`src/design/lsu_pkg.sv`:
```
`timescale 1ns / 1ps
// ----------------------------------------------------------------------------
// lsu_pkg
// Shared types, constants and codes for the load/store unit.
// ----------------------------------------------------------------------------
package lsu_pkg;

  // Data memory size in bytes and its address width
  localparam int MEM_BYTES = 65536;
  localparam int MEM_AW    = $clog2(MEM_BYTES);

  // Register file
  localparam int REG_COUNT = 32;
  localparam int REG_AW    = $clog2(REG_COUNT);

  typedef enum logic [1:0] {
    OP_EXEC     = 2'd0,
    OP_POKE_MEM = 2'd1,
    OP_POKE_REG = 2'd2,
    OP_NONE     = 2'd3
  } op_t;

  typedef enum logic [3:0] {
    ST_CLEAR,
    ST_IDLE,
    ST_RD_BASE,
    ST_RD_OFFS,
    ST_RD_DATA,
    ST_ADDR,
    ST_CHECK,
    ST_WB,
    ST_BYTES,
    ST_LOAD_WB,
    ST_POKE_REG,
    ST_DONE
  } state_t;

  // Controller to datapath
  typedef struct packed {
    logic clr_step;
    logic capture;
    logic rd_base;
    logic rd_offs;
    logic rd_data;
    logic calc;
    logic check;
    logic wb;
    logic byte_step;
    logic load_wb;
    logic poke_reg;
    logic res_load;
  } cmd_t;

  // Datapath to controller
  typedef struct packed {
    logic clr_last;
    logic oor;
    logic bytes_done;
    logic is_load;
  } sts_t;

endpackage

```
`src/design/lsu_ctrl.sv`:
```
`timescale 1ns / 1ps
// ----------------------------------------------------------------------------
// lsu_ctrl
// Sequencer of the load/store unit: clearing pass, operand reads, address,
// range check, write-back, byte transfers, register writes, result hand-off.
// ----------------------------------------------------------------------------
module lsu_ctrl (
  input  logic               clk,
  input  logic               rst,
  input  logic               in_valid,
  output logic               in_stall,
  input  logic [1:0]         op,
  output logic               out_valid,
  input  logic               out_stall,
  output lsu_pkg::cmd_t      cmd,
  input  lsu_pkg::sts_t      sts
);

  lsu_pkg::state_t state, state_next;
  logic            res_free;

  assign res_free = ~out_valid | ~out_stall;

  always_ff @(posedge clk) begin
    if (rst) begin
      state <= lsu_pkg::ST_CLEAR;
    end else begin
      state <= state_next;
    end
  end

  always_comb begin
    state_next = state;
    unique case (state)
      lsu_pkg::ST_CLEAR:    if (sts.clr_last) state_next = lsu_pkg::ST_IDLE;
      lsu_pkg::ST_IDLE: begin
        if (in_valid) begin
          unique case (lsu_pkg::op_t'(op))
            lsu_pkg::OP_EXEC:     state_next = lsu_pkg::ST_RD_BASE;
            lsu_pkg::OP_POKE_MEM: state_next = lsu_pkg::ST_CHECK;
            lsu_pkg::OP_POKE_REG: state_next = lsu_pkg::ST_POKE_REG;
            default:              state_next = lsu_pkg::ST_DONE;
          endcase
        end
      end
      lsu_pkg::ST_RD_BASE:  state_next = lsu_pkg::ST_RD_OFFS;
      lsu_pkg::ST_RD_OFFS:  state_next = lsu_pkg::ST_RD_DATA;
      lsu_pkg::ST_RD_DATA:  state_next = lsu_pkg::ST_ADDR;
      lsu_pkg::ST_ADDR:     state_next = lsu_pkg::ST_CHECK;
      lsu_pkg::ST_CHECK:    state_next = lsu_pkg::ST_WB;
      lsu_pkg::ST_WB:       state_next = sts.oor ? lsu_pkg::ST_DONE : lsu_pkg::ST_BYTES;
      lsu_pkg::ST_BYTES: begin
        if (sts.bytes_done) begin
          state_next = sts.is_load ? lsu_pkg::ST_LOAD_WB : lsu_pkg::ST_DONE;
        end
      end
      lsu_pkg::ST_LOAD_WB:  state_next = lsu_pkg::ST_DONE;
      lsu_pkg::ST_POKE_REG: state_next = lsu_pkg::ST_DONE;
      lsu_pkg::ST_DONE:     if (res_free) state_next = lsu_pkg::ST_IDLE;
      default:              state_next = lsu_pkg::ST_CLEAR;
    endcase
  end

  always_comb begin
    cmd      = '0;
    in_stall = 1'b1;
    unique case (state)
      lsu_pkg::ST_CLEAR:    cmd.clr_step = 1'b1;
      lsu_pkg::ST_IDLE: begin
        in_stall    = 1'b0;
        cmd.capture = in_valid;
      end
      lsu_pkg::ST_RD_BASE:  cmd.rd_base   = 1'b1;
      lsu_pkg::ST_RD_OFFS:  cmd.rd_offs   = 1'b1;
      lsu_pkg::ST_RD_DATA:  cmd.rd_data   = 1'b1;
      lsu_pkg::ST_ADDR:     cmd.calc      = 1'b1;
      lsu_pkg::ST_CHECK:    cmd.check     = 1'b1;
      lsu_pkg::ST_WB:       cmd.wb        = 1'b1;
      lsu_pkg::ST_BYTES:    cmd.byte_step = 1'b1;
      lsu_pkg::ST_LOAD_WB:  cmd.load_wb   = 1'b1;
      lsu_pkg::ST_POKE_REG: cmd.poke_reg  = 1'b1;
      lsu_pkg::ST_DONE:     cmd.res_load  = res_free;
      default:              cmd           = '0;
    endcase
  end

  // Output register valid: set on result load, drop once taken
  always_ff @(posedge clk) begin
    if (rst) begin
      out_valid <= 1'b0;
    end else if (cmd.res_load) begin
      out_valid <= 1'b1;
    end else if (!out_stall) begin
      out_valid <= 1'b0;
    end
  end

  a_no_overwrite: assert property (@(posedge clk) disable iff (rst)
    cmd.res_load |-> !(out_valid && out_stall))
    else $error("result overwritten while stalled");

  a_valid_from_done: assert property (@(posedge clk) disable iff (rst)
    $rose(out_valid) |-> $past(state) == lsu_pkg::ST_DONE)
    else $error("result valid raised outside hand-off");

  a_clear_no_accept: assert property (@(posedge clk) disable iff (rst)
    cmd.clr_step |-> !cmd.capture && in_stall)
    else $error("transaction taken during clearing pass");

endmodule
```
`config.mk`:
```
export PLATFORM = sky130hd
export DESIGN_NAME = lsu_ctrl
export DESIGN_NICKNAME = d
export VERILOG_FILES = /design/src/design/lsu_pkg.sv /design/src/design/lsu_ctrl.sv
export SDC_FILE = /design/constraint.sdc
export NUM_CORES = 1
export LEC_CHECK = 0
export CORE_AREA = 3 3 40 42
export DETAILED_ROUTE_END_ITERATION = 10
export DIE_AREA = 0 0 43 45
export DONT_BUFFER_PORTS = 1
export MAX_ROUTING_LAYER = met4
export REMOVE_ABC_BUFFERS = 1
export SLEW_MARGIN = 20
export SYNTH_ARGS = -nofsm -noshare
export SYNTH_HDL_FRONTEND = slang
export SYNTH_SLANG_ARGS = --single-unit
export TNS_END_PERCENT = 10
```
`constraint.sdc`:
```
create_clock -name clk -period 2.4 [get_ports clk]
set_input_delay 0.12 -clock clk [delete_from_list [all_inputs] [get_ports clk]]
set_output_delay 0.12 -clock clk [all_outputs]
set_load 0.1 [all_outputs]
```
Yosys cells after proc, flatten, opt, wreduce, memory -nomap -nowiden
Index checks and enable logic that the tools add are counted.

Register bits after elaboration: 5.

Reductions and logical operators: 4. Equal/unequal tests: 18. Muxes and demuxes: 23. Bitwise gates (word level): 3.

Operators by type and width (count): 4-bit case mux with 11 select lines (1); 4-bit by 3-bit equality test with 1-bit output, second input constant (4); 4-bit equality test, second input constant (4); 4-bit two-way mux (4); 1-bit two-way mux (15); 4-bit case mux with 3 select lines (1); 4-bit by 2-bit equality test with 1-bit output, second input constant (2); 2-bit != test, second input constant (4); 4-bit by 1-bit equality test with 1-bit output, second input constant (1); 4-bit zero test (1); 2-bit two-way mux (2); 4-bit AND reduction (1); 2-bit by 1-bit equality test with 1-bit output, second input constant (1); 2-bit equality test, second input constant (1); 2-bit zero test (1); 2-bit by 1-bit != test with 1-bit output, second input constant (1); 1-bit inverter (2); 2-bit OR reduction (1); 1-bit bitwise OR (1).

Longest topological paths before layout
Word-level depth: 4. Gate-level depth with buffers: 5.

Worst setup path after synthesis
Ideal clock, no wire load.

Path kind: register to register. Start point: register state[3]. End point: register state[1]. Period minus slack after synthesis: 4135 ps. Path buffers: 1. Slack: -1735 ps. Arrival time: 4011 ps. Library setup time: 124 ps. Cell stages (with the launch flop): 6. Data required time: 2276 ps. Cell sequence: dfxtp_1 -> buf_6 -> nor4b_1 -> o2bb2ai_2 -> or2_1 -> o32ai_1.

Longest elaborated chain between the ends: 3. Elaborated cells between the ends (all ways): 19.

Ends and longest elaborated chain: start, declared (RTL line lsu_ctrl.sv:19) `lsu_pkg::state_t state, state_next;`; start signal, assigned (RTL line lsu_ctrl.sv:26) `state <= lsu_pkg::ST_CLEAR;`; start signal, assigned (RTL line lsu_ctrl.sv:28) `state <= state_next;`; 4-bit equality test (tied with other cells) (RTL line lsu_ctrl.sv:34) `unique case (state)`; 2-bit OR reduction (no source line) / 2-bit != test (equally long branches); 4-bit case mux with 11 select lines / 4-bit AND reduction (equally long branches).

Several ways; a longest one is shown, not always the timed one. A chain may end at the register's enable or synchronous reset.

==> results.yml <==
clock_network:
  cts.path.max_buffers: 2
  htreeDepth: 1
  insertion_delay_ps: 240
  cts.repair.resized: 0
  cts.sinks: 5
  cts_made_buffers: 3
  cts.clk_slew.worst_paths_ps: 40
  cts_root_buf: "clkbuf_4"
  postCtsSetupBuffers: 0
  cts_tree: "done"
power_and_ir_drop:
  intPower_mw: 0.348
  power_frac_seq_pct: 21.5
  swShare_pct: 56.4
  pwr-share-clk_pct: 12.2
  power.switching_mw: 0.450
  power_leakage_nw: 0.308
  p_comb_share_pct: 66.4
  total_power_mw: 0.798
  ir_drop_mv: 0.793
  power.density_nw_per_um2: 1070
hold_path:
  min_path_type: "input pin to flip-flop"
synthesis:
  mappedNetlistArea_um2: 458
  yosys_register_bits: 5
  seq_area_frac_synth_pct: 21.9
  synth_area_leaders: "dfxtp_1 22%, a21oi_1 5.5%, nor3_1 4.4%"
  syn_inst: 61
  synth.largest_area_cell: "dfxtp_1"
  synth_area_per_cell_um2: 7.51
  ys_types: 32
  ys_warn_count: 0
  netlist.area_leader.share_pct: 21.9
grt:
  grt_pass1_wl_um: 2150
  grtUsageTotal_pct: 15.7
  grt_max_degree: 21
  grt_overflow: 0
  antenna_found_initial: 0
  grt_pass1_vias: 444
critical_path:
  slowest_delay_ps: 730
  reg2reg_to: "state[0]$_SDFFE_PP0P_"
  critical_path.endpoint: "cmd[0]"
  worstPathRequired_ps: 2280
  r2r_start: "state[2]$_SDFFE_PP0P_"
  critical_path_class: "flip-flop to primary output"
  path_cells: "nand4b_1, a21oi_2, buf_4"
  cp-end-kind: "primary output"
  worst_path_max_delay_cell: "dfxtp_1"
  crit_arrival_ps: 1860
  ff2ff_path_depth: 4
  crit_start: "state[3]$_SDFFE_PP0P_"
  crit_path_max_fanout: 19
  reg2reg_setup_slack_ps: 510
  cp-start-kind: "flip-flop"
placement:
  dp_hpwl_um: 932
  place.gp.congestion: 0.778
  portBuffers: 0
  pre_cts_slack_ps: 538
detailed_routing:
  drtAntennaViolNets: 0
  wl_per_cell_um: 15.2
  avgViaCountPerCell: 5.75
  num_vias: 512
  wl_um: 1350
  firstDrtPassIters: 4
  drtIter0Drc: 10
  drcViolationCount: 0
sta:
  slew_headroom_pct: 54.8
  fmax_ghz: 0.506
  setup_violations: 0
  finalCritPeriodShare_pct: 82.3
  worst_pin_slew_ps: 677
  setup_slack_ps: 425
  rsz0062_at_grt: "false"
  min_period_ps: 1980
  hold_viol_final: 0
  slew_viol_final: 0
  skew_ps: 2.82
floorplan:
  die_w_um: 43
  core-area_um2: 1280
  die_area_um2: 1940
  start_util_pct: 35.6
  die_h_um: 45
  ios: 24
  row_count: 13
final_layout:
  syn_to_final_growth_pct: 63.7
  final_core_util_pct: 58.3
  nFillCells: 107
  fin_nets: 85
  n_antenna_cell: 0
  multi_input_area_um2: 348
  regArea_um2: 100
  final_cell_mix: "7 x buf_4, 7 x clkbuf_16, 5 x inv_1, 5 x dfxtp_1"
  layout-drive-gt1-share_pct: 37.8
flow_run:
  cap_violations: 0
outcome:
  status: "finished, final reports clean"
## worst min-delay path by stage
stage	from	end	slack, ps	cells past startpoint
floorplan	rst	out_valid$_SDFFE_PP0P_	190	1
global placement	rst	out_valid$_SDFFE_PP0P_	190	1
detailed placement	rst	out_valid$_SDFFE_PP0P_	190	1
CTS	rst	state[3]$_SDFFE_PP0P_	40	1
global route	rst	state[3]$_SDFFE_PP0P_	30	1
finish	rst	state[3]$_SDFFE_PP0P_	50	1
## sequential cells by signal, indices dropped and copies added, names as in the netlist
register	flops
state	4
out_valid	1
## worst max-delay path: cells and delay by family (launching register included)
| family | cells | cell delay [ps] |
|---|---|---|
| simple gates | 1 | 340 |
| flops | 1 | 730 |
| compound gates | 1 | 220 |
| buf+inv | 1 | 310 |
## per-stage QoR
| step | TNS [ps] | cells | area, um2 | hold WS [ps] |
|---|---|---|---|---|
| after floorplan | -12600 | 55 | 423 | 189 |
| after global placement | 0 | 84 | 713 | 191 |
| after detailed placement | 0 | 84 | 713 | 193 |
| after CTS | 0 | 89 | 749 | 42.1 |
| after global routing | 0 | 89 | 749 | 28.7 |
| final | 0 | 89 | 749 | 51.9 |
## per-layer routing
layer / track usage (%) / vias to the layer above / routed length (um)
li1: - / 255 / -
met1: 16.6 / 238 / 537
met2: 25.7 / 19 / 729
met3: 7.57 / 0 / 87
met4: 5.42 / 0 / 0
met5: - / - / 0
## synthesized netlist by cell type, drive strengths merged
| master | n |
|---|---|
| a21oi | 5 |
| dfxtp | 5 |
| inv | 5 |
| nand2 | 4 |
| nor3 | 4 |
| and3 | 3 |
| buf | 3 |
| clkbuf | 3 |
| nand2b | 3 |
| nor4 | 3 |
| nor2 | 2 |
| nor3b | 2 |
| o21ai | 2 |
| a2111o | 1 |
| a211oi | 1 |
| a221oi | 1 |
| a2bb2oi | 1 |
| a311oi | 1 |
| and3b | 1 |
| mux2 | 1 |
| nand3b | 1 |
| nand4b | 1 |
| nor2b | 1 |
| nor4b | 1 |
| o21ba | 1 |
| o221a | 1 |
| o2bb2ai | 1 |
| o32ai | 1 |
| or2 | 1 |
| or4 | 1 |
## final cells by class
type	instances	area share, %
clock buffers	4	3.51
inverters	5	2.50
multi-input cells	45	46.4
flip-flops and latches	5	13.4
well taps	15	2.50
repair buffers	15	31.7
## timing repair
item,4_1_cts,5_1_grt
hold endpoints to repair,4,0
setup endpoints to repair,0,0
hold buffers,1,0
## power groups by stage
stage               sequential, mW  combinational (mW)  clock (mW)
detailed placement           0.172               0.530           0
finish                       0.171               0.530      0.0971
global placement             0.169               0.524           0
CTS                          0.170               0.533       0.101
global route                 0.182               0.549       0.109
floorplan                    0.145               0.364           0
## cell families after synthesis
family,Yosys count,synth area share (%)
compound gates,16,27.3
buf+inv,11,11.7
flops,5,21.9
mux,1,2.46
simple gates,28,36.6
Note: power is estimated with default switching activity, not from simulation.
